===== src/hw/rtl/lhgu_pkg.sv =====
`default_nettype none
package lhgu_pkg;

  // Angles in 1/256 centidegree
  localparam int DEG_UNITS   = 25600;
  localparam int CORDIC_N    = 16;
  localparam int ANG_W       = 28;
  localparam logic [3:0] CELL_CLEAR = 4'd7;
  localparam logic [3:0] CELL_MAX   = 4'd15;

  // Operation codes
  localparam logic OP_LOAD   = 1'b0;
  localparam logic OP_UPDATE = 1'b1;

  // Register indexes
  localparam logic [1:0] REG_CELL_SIZE = 2'd0;
  localparam logic [1:0] REG_MAX_RANGE = 2'd1;
  localparam logic [1:0] REG_HIT_BAND  = 2'd2;
  localparam logic [1:0] REG_BEAM_HALF = 2'd3;

  // Classified update command passed from front to back
  typedef struct packed {
    logic              oob;
    logic signed [7:0]  u;
    logic signed [7:0]  v;
    logic signed [15:0] rx;
    logic signed [15:0] ry;
    logic signed [15:0] hd;
  } cmd_t;

  // CORDIC arctangent table, rounded
  function automatic logic [20:0] atan_lut(input logic [3:0] i);
    logic [20:0] r;
    begin
      case (i)
        4'd0:  r = 21'd1152000;
        4'd1:  r = 21'd680065;
        4'd2:  r = 21'd359328;
        4'd3:  r = 21'd182400;
        4'd4:  r = 21'd91554;
        4'd5:  r = 21'd45822;
        4'd6:  r = 21'd22916;
        4'd7:  r = 21'd11459;
        4'd8:  r = 21'd5730;
        4'd9:  r = 21'd2865;
        4'd10: r = 21'd1432;
        4'd11: r = 21'd716;
        4'd12: r = 21'd358;
        4'd13: r = 21'd179;
        4'd14: r = 21'd90;
        default: r = 21'd45;
      endcase
      return r;
    end
  endfunction

  // value*100/15 for a 4-bit value
  function automatic logic [6:0] pct_lut(input logic [3:0] val);
    logic [6:0] r;
    begin
      case (val)
        4'd0: r = 7'd0;   4'd1: r = 7'd6;   4'd2: r = 7'd13;  4'd3: r = 7'd20;
        4'd4: r = 7'd26;  4'd5: r = 7'd33;  4'd6: r = 7'd40;  4'd7: r = 7'd46;
        4'd8: r = 7'd53;  4'd9: r = 7'd60;  4'd10: r = 7'd66; 4'd11: r = 7'd73;
        4'd12: r = 7'd80; 4'd13: r = 7'd86; 4'd14: r = 7'd93;
        default: r = 7'd100;
      endcase
      return r;
    end
  endfunction

endpackage
`default_nettype wire


===== src/hw/rtl/lhgu_cmd_fifo.sv =====
`default_nettype none
module lhgu_cmd_fifo
  import lhgu_pkg::*;
(
  input  wire logic clk,
  input  wire logic rst,
  input  wire logic wr,
  input  cmd_t      wdata,
  output logic      full,
  input  wire logic rd,
  output cmd_t      rdata,
  output logic      empty
);
  // two-entry queue between front and back
  cmd_t       slot [2];
  logic       wptr, rptr;
  logic [1:0] count;

  assign full  = (count == 2'd2);
  assign empty = (count == 2'd0);
  assign rdata = slot[rptr];

  always_ff @(posedge clk) begin
    if (wr && !full) slot[wptr] <= wdata;
  end

  always_ff @(posedge clk) begin
    if (rst) begin
      wptr <= 1'b0; rptr <= 1'b0; count <= 2'd0;
    end else begin
      if (wr && !full) wptr <= ~wptr;
      if (rd && !empty) rptr <= ~rptr;
      case ({wr && !full, rd && !empty})
        2'b10: count <= count + 2'd1;
        2'b01: count <= count - 2'd1;
        default: count <= count;
      endcase
    end
  end
endmodule
`default_nettype wire


===== config.mk =====
export PLATFORM = sky130hd
export DESIGN_NAME = lhgu_cmd_fifo
export DESIGN_NICKNAME = d
export VERILOG_FILES = /design/src/hw/rtl/lhgu_pkg.sv /design/src/hw/rtl/lhgu_cmd_fifo.sv
export SDC_FILE = /design/constraint.sdc
export NUM_CORES = 1
export LEC_CHECK = 0
export BUFFER_PORTS_ARGS = -buffer_cell sky130_fd_sc_hd__buf_2
export CAP_MARGIN = 20
export CORE_AREA = 2 2 168 104
export DETAILED_ROUTE_END_ITERATION = 8
export DIE_AREA = 0 0 170 106
export PLACE_DENSITY_LB_ADDON = 0.12
export SYNTH_ARGS = -nofsm -noshare
export SYNTH_HDL_FRONTEND = slang
export SYNTH_SLANG_ARGS = --single-unit

===== constraint.sdc =====
create_clock -name clk -period 9.2 [get_ports clk]
set_input_delay 2.76 -clock clk [delete_from_list [all_inputs] [get_ports clk]]
set_output_delay 2.76 -clock clk [all_outputs]
set_load 0.05 [all_outputs]

==> flow_summary.ini, run 1 <==
[drt]
dr_total_vias = 2566
ant_nets = 0
drt-wirelength-per-cell_um = 15.7
drt-initial-drc-count = 114
drc = 0
drt_pass1_iterations = 4
routed_wl_um = 9470
viasPerCell = 4.25

[worst_hold_path]
hold_path.class = flip-flop to flip-flop
holdPathStages = 2

[clock_tree]
numClockSinks = 135
postCtsResizedCells = 0
cts_buffer_depth = 2
ctsRootBufferMaster = clkbuf_16
cts-htree-levels = 4
cts_made_buffers = 17
cts_tree = built
clk_latency_ns = 0.41
clk_pin_slew_ns = 0.06
cts_setup_buffers = 0
hold_buffers = 0

[worst_setup_path]
critPathMaxFanout = 65
worst_ep_required_time_ns = 6.44
rr_worst_depth = 5
setup.worst_path.start_class = flip-flop
arrival_ns = 2.04
crit_path_end_kind = output port
rrSetupSlack_ns = 7.03
setup.worst_path.class = flip-flop to output port

[synthesis]
async_reset_ff_frac = 0
yosys.area.top_type_share = 0.798
ys_warn_count = 0
ys_seq_elements = 135
yosys-top-cells-count = 130 x edfxtp_1, 65 x mux2_2, 7 x buf_2, 5 x dfxtp_1, 4 x nor2_1
synth_top_family_by_area = multiplexers
netlist_area_um2 = 4890
synth_xor_area_frac = 0.00537
synthTopCellsByArea = edfxtp_1 80%, mux2_2 15%, dfxtp_1 2.0%
synth_compound_area_frac = 0.00562
avgSynthCellArea_um2 = 21.5
synth-simple-area-share = 0.00946
synth.most_common_cell = edfxtp_1
synth_ff_type = edfxtp_1
synth.area.mux_share = 0.150
synth-adder-area-share = 0.00256
synth_edf_count = 130
synth_nets = 298
synth_top_area_cell = edfxtp_1
yosysSeqAreaShare = 0.818
synth.distinct_cells = 17
postSynthCellCount = 228

[timing]
drv_slew = 0
clock-skew-final_ns = 0.00941
finalHoldViolCount = 0
worstMarginPinSlew_ns = 0.947
max-slew-margin-rel = 0.369
min_period_over_period = 0.521
fin_setup_tns_ns = 0
min_period_ns = 4.80
rsz0062_at_grt = no
fmax_ghz = 0.209
setup_viol = 0

[die]
start_util = 0.294
fp.dieW_um = 170
dieArea_um2 = 18000
io_pins = 136
rows = 37
die_h_um = 106
core_area_um2 = 16700

[power]
power_density_nw_per_um2 = 355
ir_worst_vdd_v = 0.000126
p_leak_nw = 2.41

[placed_design]
place.gp.congestion = 0.691
port_buffers = 135
dp_hpwl_um = 5710
dp.cells = 572

[cells_and_area]
syn_to_final_growth_pct = 32.5
fin_util = 0.389
drive_above_1_share = 0.610
final_nets = 447
finalNonFillerCells = 604

[grt]
use_met2 = 0.166
grt_antenna_before_repair = 4
grt_use_met1 = 0.127
grt_max_degree = 66
grt_first_pass_wirelength_um = 14100
first_global_vias = 2694
grt_busiest_layer = met2
track_usage = 0.109
grt_overflow = 0
use_met3 = 0.0618

[flow_run]
cap_violations = 0

[status]
status = complete, no violations
area by class of cell:
type	instances	area, µm²
Fill cell	1559	10200
Sequential cell	135	4010
Multi-Input combinational cell	83	846
Timing Repair Buffer	137	691
Clock buffer	17	425
Tap cell	214	268
Clock inverter	12	228
Inverter	3	11.3
Antenna cell	3	7.51
cells by family (layout without fill, tap and decap cells):
| group | after synthesis | after routing |
|---|---|---|
| other | 0 | 3 |
| xor gates and xnor gates | 3 | 3 |
| AOI/OAI and AO/OA | 5 | 5 |
| buffers and inverters | 10 | 169 |
| adders and majority gates | 1 | 1 |
| DFF | 135 | 135 |
| and+or+nand+nor | 9 | 9 |
| muxes | 65 | 65 |
layer usage:
metal	wire length, µm	part of all wire
met5	23	0.0024
met3	843	0.089
met1	4200	0.44
met2	4320	0.46
met4	76	0.0080
stage by stage:
| step | setup WS [ns] | area [µm²] | hold WS, ns | total power, W |
|---|---|---|---|---|
| after floorplan | 4.36 | 4890 | 0.452 | 0.00141 |
| after global placement | 4.72 | 5820 | 0.472 | 0.00157 |
| after detailed placement | 4.69 | 5820 | 0.489 | 0.00158 |
| after CTS | 4.30 | 6480 | 0.498 | 0.00234 |
| after global routing | 4.26 | 6480 | 0.564 | 0.00240 |
| final | 4.40 | 6480 | 0.494 | 0.00230 |
sequential cells by signal, indices dropped and copies added, names as in the netlist, named ones only:
| name | count |
|---|---|
| slot | 130 |
| wptr | 1 |
| rptr | 1 |
| count | 2 |
worst max-delay path: stages (launching register included):
cell and delay [ns]:
dfxtp_4 0.94, mux2_2 0.43, buf_2 0.21
layout by cell type, fill, tap and decap left out, drive strengths merged, types with 2 or more instances in the layout:
cell type and instances:
dfxtp 5, edfxtp 130, inv 4, clkinv 4, nor2 4, bufinv 6
clkbuf 17, diode 3, a21oi 2, o21ai 2, xnor2 2, mux2 65
buf 137, or3 2
path summary, 6_finish.rpt:
kind                              start               endpoint
hold / removal        wptr$_SDFFE_PP0P_      wptr$_SDFFE_PP0P_
setup reg to reg  count[0]$_SDFFE_PP0P_  slot[0][30]$_DFFE_PP_
setup / recovery              flip-flop              rdata[32]
hold reg to reg       wptr$_SDFFE_PP0P_      wptr$_SDFFE_PP0P_
power by group:
part / switching, W / internal [W]
Combinational: 0.000508 / 0.000201
Sequential: 0.0000643 / 0.000779
Clock: 0.000243 / 0.000505
(Power assumes the default switching activity.)
==> inputs of run 2 (changes only) <==
Clock period 9.2 ns to 4.6 ns, I/O delays scaled along.
==> run 2 against run 1 <==
  * Register-to-register slack got worse by 4.7 ns
  * Power rose by 96%
  * Utilization fell by 0.17 points
  * Die area did not move
  * Critical path depth did not move
  * Clock skew fell by 0.0039 ns
  * Clock power rose by 86%
  * Sequential share of layout area rose by 0.28 points
  * Sequential cell count did not move
  * Sequential power rose by 100%
  * Combinational power rose by 100%
==> flow_summary.ini, run 2 (synthesis results as in run 1) <==
[status]
status = complete, no violations

[placed_design]
port_buffers = 135
dp_hpwl_um = 5820
postPlaceCellArea_um2 = 5840
dp.cells = 573
place.gp.congestion = 0.696

[grt]
grt_first_pass_wirelength_um = 14000
first_global_vias = 2589
grt_antenna_before_repair = 4
grt_max_degree = 66
track_usage = 0.108
grt_overflow = 0

[timing]
clock-skew-final_ns = 0.00547
rsz0062_at_grt = no
setup_viol = 0
worstMarginPinSlew_ns = 0.938
finalHoldViolCount = 0
drv_slew = 0
min_period_ns = 3.43
fmax_ghz = 0.291
fin_setup_tns_ns = 0
min_period_over_period = 0.746
max-slew-margin-rel = 0.375

[clock_tree]
cts-htree-levels = 4
cts_setup_buffers = 0
clk_pin_slew_ns = 0.06
clk_latency_ns = 0.41
hold_buffers = 0
cts_buffer_depth = 2
ctsRootBufferMaster = clkbuf_16
postCtsResizedCells = 0
numClockSinks = 135
cts_tree = built
cts_made_buffers = 17

[die]
rows = 37
start_util = 0.294
die_h_um = 106
fp.dieW_um = 170
io_pins = 136
dieArea_um2 = 18000
core_area_um2 = 16700

[worst_setup_path]
setup.worst_path.class = flip-flop to output port
rrSetupSlack_ns = 2.38
slowest_stage = dfxtp_4
rr_worst_depth = 5
crit_family = flip-flops
r2r_start = count[0]$_SDFFE_PP0P_
path_cells = mux2_2 > buf_2
slowest_delay_ns = 0.95
crit_buf_inv = 1
setup.worst_path.start_class = flip-flop
arrival_ns = 2.05
critPathMaxFanout = 65
crit_path_end_kind = output port
cp.depth = 2
worstReg2RegEnd = slot[0][45]$_DFFE_PP_
worst_ep_required_time_ns = 3.22

[cells_and_area]
layout_common_cells = 135 x buf_2, 130 x edfxtp_1, 65 x mux2_2
fin_area_um2 = 6450
regMostFlops = slot
final_common_cell = buf_2
finalNonFillerCells = 605
final_nets = 448
largest_reg_flops = 130
top_regs = slot x130, count x2
syn_to_final_growth_pct = 31.9
fin_util = 0.387
drive_above_1_share = 0.607

[drt]
dr_total_vias = 2559
drt-initial-drc-count = 106
viasPerCell = 4.23
drt_pass1_iterations = 4
drt-wirelength-per-cell_um = 15.5
routed_wl_um = 9370
ant_nets = 0
drc = 0

[power]
power.total_w = 0.00451
pwr-share-comb = 0.317
p_leak_nw = 2.39
ir_worst_vdd_v = 0.000228
power_switching_w = 0.00165
power_frac_seq = 0.374
power_density_nw_per_um2 = 699
netSwitchingFraction = 0.365
p_int_w = 0.00286
clkPwrFrac = 0.309

[worst_hold_path]
min_delay_worst_endpoint = wptr$_SDFFE_PP0P_
hold_start = wptr$_SDFFE_PP0P_
holdPathStages = 2
hold_path.class = flip-flop to flip-flop

[flow_run]
cap_violations = 0
-- run 2: cell types whose count changed in the layout (fill, tap and decap cells not counted) --
| cell | delta |
|---|---|
| buf_12 | +1 |
| bufinv_16 | -2 |
| clkinv_1 | +2 |
| clkinv_4 | -1 |
| clkinvlp_4 | +2 |
| diode_2 | -1 |
-- run 2: worst reg2reg max path: cells and delay by family, from the launching register on --
family / cells / cell delay (ns)
buffers and inverters: 3 / 0.96
DFF: 1 / 0.41
and+or+nand+nor: 2 / 0.51
-- run 2: per-layer routing --
layer | part of all wire | global-route usage | up-vias
met3 | 0.10 | 0.0603 | 12
met1 | 0.46 | 0.133 | 1246
met4 | 0.011 | 0.0421 | 2
met2 | 0.43 | 0.157 | 99
met5 | 0.0014 | 0 | -
li1 | - | - | 1200
-- run 2: worst max path at each step --
stage	from	slack, ns	to
floorplan	wr	1.14	slot[0][0]$_DFFE_PP_
global placement	wr	1.42	slot[0][44]$_DFFE_PP_
detailed placement	wr	1.40	slot[0][53]$_DFFE_PP_
CTS	flip-flop	1.09	rdata[1]
global route	flip-flop	1.04	rdata[8]
finish	flip-flop	1.17	rdata[18]
-- run 2: power by group through the flow --
stage	clock, W	combinational, W	sequential (W)
global route	0.00148	0.00150	0.00172
global placement	0	0.00144	0.00171
detailed placement	0	0.00144	0.00172
floorplan	0	0.00120	0.00162
CTS	0.00143	0.00145	0.00169
finish	0.00139	0.00143	0.00169
-- run 2: area by class of cell --
| type | instances | area, µm² |
|---|---|---|
| diodes | 2 | 5.00 |
| clock buffers | 17 | 425 |
| clock inverters | 13 | 181 |
| fillers | 1566 | 10200 |
| inverters | 3 | 11.3 |
| multi-input cells | 83 | 846 |
| flip-flops and latches | 135 | 4010 |
| well taps | 214 | 268 |
| repair buffers | 138 | 711 |
-- run 2: per-stage QoR --
stage / setup WS, ns / hold slack, ns
finish: 1.17 / 0.487
global route: 1.04 / 0.521
CTS: 1.09 / 0.488
detailed placement: 1.40 / 0.476
global placement: 1.42 / 0.480
floorplan: 1.14 / 0.452
